$ cat src/hdl/assert_macros.svh
// Assertion macros shared by the loop monitor RTL.
// Expects clk_i and rst_ni in the scope of every use.
`ifndef ASSERT_MACROS_SVH
`define ASSERT_MACROS_SVH

// Check a property on every rising clock edge, skip it while reset is applied.
`define CLM_ASSERT(lbl, prop, msg) \
  lbl: assert property (@(posedge clk_i) disable iff (!rst_ni) (prop)) else $error(msg);

// Check a property on every rising clock edge, reset included.
`define CLM_ASSERT_ALWAYS(lbl, prop, msg) \
  lbl: assert property (@(posedge clk_i) (prop)) else $error(msg);

`endif

$ cat src/hdl/clm_pkg.sv
// Shared types and constants of the current loop monitor.
// No dependencies; used by clm_scale and current_loop_monitor_unit.
`default_nettype none

package clm_pkg;

  localparam int unsigned AdcBits   = 12;
  localparam int unsigned CountBits = 32;
  localparam int unsigned FsBits    = 16;
  localparam int unsigned TotalBits = 32;
  localparam int unsigned PvBits    = 14;
  localparam int unsigned FlagBits  = 3;
  localparam int unsigned CfgIdxBits = 3;

  localparam logic [FsBits-1:0] PvZeroUa = 16'd4000;
  localparam logic [PvBits-1:0] PvMax    = 14'd10000;

  localparam logic [FsBits-1:0] CurFsReset   = 16'd26400;
  localparam logic [FsBits-1:0] VoltFsReset  = 16'd6600;
  localparam logic [FsBits-1:0] UnderReset   = 16'd3600;
  localparam logic [FsBits-1:0] OverReset    = 16'd21000;
  localparam logic [FsBits-1:0] OverVoltReset = 16'd6000;

  localparam logic ModeSample = 1'b0;
  localparam logic ModeClear  = 1'b1;

  localparam int unsigned FlagUnder    = 0;
  localparam int unsigned FlagOver     = 1;
  localparam int unsigned FlagOverVolt = 2;

  typedef enum logic [CfgIdxBits-1:0] {
    REG_CUR_FS    = 3'd0,
    REG_VOLT_FS   = 3'd1,
    REG_UNDER     = 3'd2,
    REG_OVER      = 3'd3,
    REG_OVER_VOLT = 3'd4
  } clm_reg_e;

  typedef struct packed {
    logic               mode;
    logic [AdcBits-1:0] raw_current;
    logic [AdcBits-1:0] raw_voltage;
  } clm_in_t;

  typedef struct packed {
    logic [FsBits-1:0]    current_ua;
    logic [FsBits-1:0]    voltage_mv;
    logic [PvBits-1:0]    pv_basis_points;
    logic [FlagBits-1:0]  fault_flags;
    logic [TotalBits-1:0] sample_total;
    logic [TotalBits-1:0] fault_total;
    logic [FsBits-1:0]    min_current_ua;
    logic [FsBits-1:0]    max_current_ua;
    logic [FsBits-1:0]    min_voltage_mv;
    logic [FsBits-1:0]    max_voltage_mv;
  } clm_out_t;

endpackage

`default_nettype wire

$ cat src/hdl/current_loop_monitor_unit.sv
// Top level of the 4-20 mA current loop monitor.
// Depends on clm_pkg, clm_scale and assert_macros.svh.
`default_nettype none

// One sample or clear item enters per cycle unless the input side stalls and
// yields one result: the item lands in an input register, then a single pass
// of scaling (a 12x16 multiply per channel with a folding divide by the full
// converter code), process-value, limit and statistics logic feeds the result
// register. Statistics (saturating sample and fault counters, min/max marks)
// update as an item moves into the result register, so consecutive items see
// each other's effect with no gap. The input side stalls only while both
// registers are full and the output side stalls. A clear item zeroes the
// measured fields and returns all statistics to their reset values; the first
// sample after a clear or reset seeds the minima. Configuration registers are
// always ready and take effect on the next item; write them only while idle.
module current_loop_monitor_unit (
  input  wire logic                            clk_i,
  input  wire logic                            rst_ni,
  input  wire logic                            in_valid_i,
  output logic                                 in_stall_o,
  input  wire clm_pkg::clm_in_t                in_item_i,
  output logic                                 out_valid_o,
  input  wire logic                            out_stall_i,
  output clm_pkg::clm_out_t                    out_item_o,
  input  wire logic                            cfg_valid_i,
  output logic                                 cfg_ready_o,
  input  wire logic [clm_pkg::CfgIdxBits-1:0]  cfg_index_i,
  input  wire logic [clm_pkg::FsBits-1:0]      cfg_data_i
);

  localparam int unsigned W  = clm_pkg::FsBits;
  localparam int unsigned CW = clm_pkg::CountBits;
  localparam logic [CW-1:0] CountMax = '1;

  // configuration registers
  logic [W-1:0] cur_fs_q, volt_fs_q, under_q, over_q, over_volt_q;

  // pipeline registers
  logic              in_valid_q;
  clm_pkg::clm_in_t  in_item_q;
  logic              out_valid_q;
  clm_pkg::clm_out_t out_item_q, out_item_d;

  // statistics
  logic [CW-1:0] sample_cnt_q, sample_cnt_d;
  logic [CW-1:0] fault_cnt_q, fault_cnt_d;
  logic [W-1:0]  cur_lo_q, cur_lo_d, cur_hi_q, cur_hi_d;
  logic [W-1:0]  volt_lo_q, volt_lo_d, volt_hi_q, volt_hi_d;

  logic in_xfer, advance;

  logic [W-1:0]                   cur, volt, pv_diff;
  logic [W+2:0]                   pv_mul;
  logic [W-1:0]                   pv_div;
  logic [clm_pkg::PvBits-1:0]     pv;
  logic [clm_pkg::FlagBits-1:0]   flags;
  logic                           is_clear, first;

  // Handshake: advance the input stage whenever the result register is free
  // or being taken this cycle.
  assign advance     = in_valid_q && (!out_valid_q || !out_stall_i);
  assign in_stall_o  = in_valid_q && !advance;
  assign in_xfer     = in_valid_i && !in_stall_o;
  assign out_valid_o = out_valid_q;
  assign out_item_o  = out_item_q;
  assign cfg_ready_o = 1'b1;

  clm_scale u_scale_cur (
    .raw_i        (in_item_q.raw_current),
    .full_scale_i (cur_fs_q),
    .value_o      (cur)
  );

  clm_scale u_scale_volt (
    .raw_i        (in_item_q.raw_voltage),
    .full_scale_i (volt_fs_q),
    .value_o      (volt)
  );

  always_comb begin
    is_clear = (in_item_q.mode == clm_pkg::ModeClear);
    first    = (sample_cnt_q == '0);

    // process value: (cur - 4 mA) * 5 / 8, clamped to full range
    pv_diff = cur - clm_pkg::PvZeroUa;
    pv_mul  = (W+3)'(pv_diff) * (W+3)'(5);
    pv_div  = W'(pv_mul >> 3);
    pv      = '0;
    if (cur > clm_pkg::PvZeroUa) begin
      if (pv_div > W'(clm_pkg::PvMax)) begin
        pv = clm_pkg::PvMax;
      end else begin
        pv = pv_div[clm_pkg::PvBits-1:0];
      end
    end

    flags = '0;
    flags[clm_pkg::FlagUnder]    = (cur < under_q);
    flags[clm_pkg::FlagOver]     = (cur > over_q);
    flags[clm_pkg::FlagOverVolt] = (volt > over_volt_q);

    if (is_clear) begin
      sample_cnt_d = '0;
      fault_cnt_d  = '0;
      cur_lo_d     = '1;
      cur_hi_d     = '0;
      volt_lo_d    = '1;
      volt_hi_d    = '0;
    end else begin
      sample_cnt_d = (sample_cnt_q != CountMax) ? sample_cnt_q + 1'b1 : sample_cnt_q;
      fault_cnt_d  = ((flags != '0) && (fault_cnt_q != CountMax)) ?
                     fault_cnt_q + 1'b1 : fault_cnt_q;
      cur_lo_d     = (first || (cur < cur_lo_q))   ? cur  : cur_lo_q;
      cur_hi_d     = (cur > cur_hi_q)              ? cur  : cur_hi_q;
      volt_lo_d    = (first || (volt < volt_lo_q)) ? volt : volt_lo_q;
      volt_hi_d    = (volt > volt_hi_q)            ? volt : volt_hi_q;
    end

    out_item_d.current_ua      = is_clear ? '0 : cur;
    out_item_d.voltage_mv      = is_clear ? '0 : volt;
    out_item_d.pv_basis_points = is_clear ? '0 : pv;
    out_item_d.fault_flags     = is_clear ? '0 : flags;
    out_item_d.sample_total    = clm_pkg::TotalBits'(sample_cnt_d);
    out_item_d.fault_total     = clm_pkg::TotalBits'(fault_cnt_d);
    out_item_d.min_current_ua  = cur_lo_d;
    out_item_d.max_current_ua  = cur_hi_d;
    out_item_d.min_voltage_mv  = volt_lo_d;
    out_item_d.max_voltage_mv  = volt_hi_d;
  end

  // configuration writes; an index beyond the list is dropped
  always_ff @(posedge clk_i or negedge rst_ni) begin
    if (!rst_ni) begin
      cur_fs_q    <= clm_pkg::CurFsReset;
      volt_fs_q   <= clm_pkg::VoltFsReset;
      under_q     <= clm_pkg::UnderReset;
      over_q      <= clm_pkg::OverReset;
      over_volt_q <= clm_pkg::OverVoltReset;
    end else if (cfg_valid_i) begin
      case (clm_pkg::clm_reg_e'(cfg_index_i))
        clm_pkg::REG_CUR_FS:    cur_fs_q    <= cfg_data_i;
        clm_pkg::REG_VOLT_FS:   volt_fs_q   <= cfg_data_i;
        clm_pkg::REG_UNDER:     under_q     <= cfg_data_i;
        clm_pkg::REG_OVER:      over_q      <= cfg_data_i;
        clm_pkg::REG_OVER_VOLT: over_volt_q <= cfg_data_i;
        default: begin
        end
      endcase
    end
  end

  // pipeline control and statistics
  always_ff @(posedge clk_i or negedge rst_ni) begin
    if (!rst_ni) begin
      in_valid_q   <= 1'b0;
      out_valid_q  <= 1'b0;
      sample_cnt_q <= '0;
      fault_cnt_q  <= '0;
      cur_lo_q     <= '1;
      cur_hi_q     <= '0;
      volt_lo_q    <= '1;
      volt_hi_q    <= '0;
    end else begin
      if (in_xfer) begin
        in_valid_q <= 1'b1;
      end else if (advance) begin
        in_valid_q <= 1'b0;
      end
      if (advance) begin
        out_valid_q  <= 1'b1;
        sample_cnt_q <= sample_cnt_d;
        fault_cnt_q  <= fault_cnt_d;
        cur_lo_q     <= cur_lo_d;
        cur_hi_q     <= cur_hi_d;
        volt_lo_q    <= volt_lo_d;
        volt_hi_q    <= volt_hi_d;
      end else if (!out_stall_i) begin
        out_valid_q <= 1'b0;
      end
    end
  end

  // payload registers, no reset
  always_ff @(posedge clk_i) begin
    if (in_xfer) begin
      in_item_q <= in_item_i;
    end
    if (advance) begin
      out_item_q <= out_item_d;
    end
  end

  `include "assert_macros.svh"

  `CLM_ASSERT(a_fault_le_sample, out_valid_o |-> (out_item_o.fault_total <= out_item_o.sample_total), "fault total exceeds sample total")
  `CLM_ASSERT(a_clear_marks, (out_valid_o && (out_item_o.sample_total == '0)) |-> ((out_item_o.min_current_ua == '1) && (out_item_o.max_current_ua == '0) && (out_item_o.min_voltage_mv == '1) && (out_item_o.max_voltage_mv == '0)), "marks not reset after clear")
  `CLM_ASSERT(a_marks_order, (out_valid_o && (out_item_o.sample_total != '0)) |-> ((out_item_o.min_current_ua <= out_item_o.max_current_ua) && (out_item_o.min_voltage_mv <= out_item_o.max_voltage_mv)), "min mark above max mark")
  `CLM_ASSERT_ALWAYS(a_stall_cause, in_stall_o |-> (out_valid_o && out_stall_i), "input stalled while result register can move")

endmodule

`default_nettype wire

$ cat src/hdl/clm_scale.sv
// Scales one converter code to physical units: floor(raw * fs / (2^AdcBits - 1)).
// Depends on clm_pkg for the code and full-scale widths.
`default_nettype none

module clm_scale (
  input  wire logic [clm_pkg::AdcBits-1:0] raw_i,
  input  wire logic [clm_pkg::FsBits-1:0]  full_scale_i,
  output logic      [clm_pkg::FsBits-1:0]  value_o
);

  localparam int unsigned A     = clm_pkg::AdcBits;
  localparam int unsigned ProdW = clm_pkg::AdcBits + clm_pkg::FsBits;
  localparam int unsigned RemW  = clm_pkg::FsBits + 1;
  localparam logic [RemW-1:0] FullCode = RemW'((1 << A) - 1);

  logic [ProdW-1:0]            prod;
  logic [clm_pkg::FsBits-1:0]  q0;
  logic [RemW-1:0]             r0, r1, r2;
  logic [RemW-1:0]             q1, q2;
  logic                        fix;
  logic [RemW-1:0]             quot;

  // Dividing by 2^A - 1: each fold moves the high part of the remainder
  // into the quotient, since x * 2^A = x * (2^A - 1) + x.
  always_comb begin
    prod = ProdW'(raw_i) * ProdW'(full_scale_i);
    q0   = clm_pkg::FsBits'(prod >> A);
    r0   = RemW'(prod[A-1:0]) + RemW'(q0);
    q1   = r0 >> A;
    r1   = RemW'(r0[A-1:0]) + q1;
    q2   = r1 >> A;
    r2   = RemW'(r1[A-1:0]) + q2;
    fix  = (r2 >= FullCode);
    quot = RemW'(q0) + q1 + q2 + RemW'(fix);
    value_o = quot[clm_pkg::FsBits-1:0];
  end

endmodule

`default_nettype wire
$ cat config.mk
export PLATFORM = sky130hd
export DESIGN_NAME = current_loop_monitor_unit
export DESIGN_NICKNAME = d
export VERILOG_FILES = /design/src/hdl/clm_pkg.sv /design/src/hdl/current_loop_monitor_unit.sv /design/src/hdl/clm_scale.sv
export VERILOG_INCLUDE_DIRS = /design/src /design/src/hdl
export SDC_FILE = /design/constraint.sdc
export NUM_CORES = 2
export LEC_CHECK = 0
export BUFFER_PORTS_ARGS = -buffer_cell sky130_fd_sc_hd__buf_4
export CAP_MARGIN = 20
export CORE_MARGIN = 2
export CORE_UTILIZATION = 55
export CTS_CLUSTER_DIAMETER = 30
export CTS_CLUSTER_SIZE = 16
export DETAILED_ROUTE_END_ITERATION = 10
export PLACE_DENSITY = 0.73
export SLEW_MARGIN = 20
export SYNTH_ARGS = -nofsm -noshare
export SYNTH_HDL_FRONTEND = slang
export SYNTH_SLANG_ARGS = --single-unit
$ cat constraint.sdc
create_clock -name clk_i -period 24.5 [get_ports clk_i]
set_clock_uncertainty 0.2 [all_clocks]
set_input_delay 4.9 -clock clk_i [delete_from_list [all_inputs] [get_ports clk_i]]
set_output_delay 4.9 -clock clk_i [all_outputs]
set_load 0.005 [all_outputs]
==> out/qor.txt <==
Cell Area, Synth -> 36400 um^2
CP arrival -> 16.89 ns
die area -> 68300 um^2
TritonCTS Buffers -> 90
First-pass DRT Iterations -> 6
Final Hold Viols -> 0
sequential share of the synthesized area -> 31.3%
# rows -> 94
final worst-path cycle share -> 68.3%
Slew @ Worst Pin -> 1.09 ns
CP Capture Type -> flop
number of DRC markers in iteration 0 -> 2193
vias per cell -> 5.65
Max-cap violations -> 0
CP max FO -> 16
Starting Density -> 55.5%
grt ovf -> 0
top-level I/O count -> 229
routability cong. -> 0.922
Syn Inst Count -> 3794
hold buffers post-CTS -> 0
status -> finished, final reports clean
Yosys reg bits -> 412
commonest non-fill, non-tap cell in the layout -> nand2_1
CTS Buffer Depth -> 3
die width -> 261 um
mux contribution to synthesized area -> 3.42%
Worst Path Required -> 24.66 ns
Vert. Die Dim -> 261 um
EDFF count, synth -> 202
diode count -> 0
root buf cell -> clkbuf_16
antenna violations before repair -> 1
Final nets -> 4655
clk sink count -> 412
main combinational cell family by area after synthesis -> adder cells
post-synthesis compound-gate area fraction -> 11.5%
Slew HR -> 27.1%
fin crit period -> 16.73 ns
post-CTS setup buffers -> 0
H-Tree Depth -> 3
Synth Area per Inst -> 9.61 um^2
first-pass GRT wire length -> 147000 um
simple logic cell fraction of the synthesized area -> 15.7%
adder-cell share of the synthesized area -> 27.2%
Startpoint Class -> flop
Worst-Skew Late Latency -> 0.63 ns
core area -> 65600 um^2
CTS tree -> yes
largest net degree at the start of global routing -> 129
Post-Place Worst Slack -> 7.97 ns
setup ws final -> 7.77 ns
worst min path class -> flop to flop
Crit Path Class -> flop to flop
Post-Route WL -> 91800 um
CTS resizes -> 0
DR vias -> 27900
setup TNS -> 0 ns
Ys Warns -> 0
Peak Freq -> 0.0598 GHz
dpl hpwl -> 67800 um
Synth Flop Type -> edfxtp_1
Max stage delay on crit path -> 0.71 ns
DR DRC count -> 0
Post-synth ARST share -> 51.0%
critical path's slowest cell -> edfxtp_1
synth unique cells -> 92
Max Slew Vio Count -> 0
Synth-to-Final Area Change -> 15.3%
syn nets -> 4460
most frequent CP cell -> fa_1
vias in the first global route -> 27900
clk slew on worst S/H paths -> 0.05 ns
most frequent cells in the layout -> nand2_1 (514), inv_1 (492), ha_1 (328)
XOR/XNOR share of the synthesized area -> 4.14%
WL/cell -> 18.6 um
Total GRT Usage -> 27.1%
share of layout cells above drive strength 1 -> 14.1%
Port Buffer Count -> 227
RSZ-0062 raised after global routing -> no
Final ANT Viol Nets -> 0
Final Setup Violations -> 0
-- sequential cells by signal, summed over array words and instances (netlist names), 24 cells and up --
name          flops
sample_cnt_q     32
out_item_o      177
fault_cnt_q      32
in_item_q        24
-- logic make-up after synthesis --
group                    after synthesis
AND/OR/NAND/NOR                     1215
buffers and inverters                653
adder cells (fa/ha/maj)              618
AO/OA/AOI/OAI                        609
flip-flops                           412
XOR/XNOR                             168
multiplexers                         118
other                                  1
-- cell usage after synthesis, types with 13 or more instances --
cell type	number	area [um^2]
or3_1	15	93.8
o31ai_1	43	323
fa_1	289	5790
nor2_1	215	807
and2_1	162	1010
a211oi_1	24	180
ha_1	328	4100
xnor2_1	113	990
a21oi_1	98	490
nand3_1	53	265
nand2_1	515	1930
o21ai_0	138	691
o22a_1	29	254
a21o_1	62	465
nor3_1	50	250
dfstp_2	59	1550
nand4_1	48	300
inv_1	493	1850
o311ai_0	13	114
o211ai_1	23	173
clkbuf_1	148	556
and3_1	42	263
o21a_1	37	278
dfrtp_1	151	3780
nor2b_1	32	200
nor4_1	17	106
a31oi_1	13	81.3
edfxtp_1	202	6070
xor2_1	53	464
o21bai_1	25	188
mux2i_1	66	661
nand2b_1	23	144
mux2_2	52	586
-- worst paths after layout --
check | slack [ns] | start | end | cells after the start
hold / removal | 0.30 | cur_hi_q[6] | cur_hi_q[6] | 2
setup reg to reg | 7.77 | in_item_q[20] | out_item_o[141] | 67
hold reg to reg | 0.30 | cur_hi_q[6] | cur_hi_q[6] | 2
min in group asynchronous | 4.03 | rst_ni | sample_cnt_q[28] | 1
setup / recovery | 7.77 | in_item_q[20] | out_item_o[141] | 67
max in group asynchronous | 18.67 | rst_ni | over_volt_q[13] | 2
-- final cells by class --
cell class / instances / area, um^2
timing repair buffer: 260 / 1980
tap: 864 / 1080
multi-input combinational: 2729 / 22600
clock inverter: 61 / 737
inverter: 496 / 1870
clock buffer: 106 / 2340
fill: 5445 / 23600
sequential: 412 / 11400
-- worst max-delay path, delay by kind of cell (launching register included) --
kind                     cells  cell delay, ns
buffers and inverters        7            0.61
adder cells (fa/ha/maj)     18            6.57
flip-flops                   1            0.71
XOR/XNOR                     5            1.32
AND/OR/NAND/NOR             19            3.26
AO/OA/AOI/OAI               18            3.80
-- routing by layer --
metal / wire (um) / global-route usage [%]
met1: 39300 / 36.2
met5: 0 / 0
met4: 2640 / 9.19
met3: 6610 / 5.10
met2: 43300 / 44.6
-- per-stage QoR --
| step | cells | area, um^2 | hold WS (ns) | util (%) |
|---|---|---|---|---|
| floorplan | 3794 | 36500 | 0.256 | - |
| global placement | 4760 | 38900 | 0.282 | 59.3 |
| detailed placement | 4760 | 38900 | 0.284 | 59.3 |
| CTS | 4927 | 42000 | 0.299 | 64.0 |
| global route | 4928 | 42000 | 0.325 | 64.0 |
| finish | 4928 | 42000 | 0.296 | 64.0 |
Power is not shown: default switching activity piles up to over one toggle a cycle in this logic, so the estimate is an artifact.
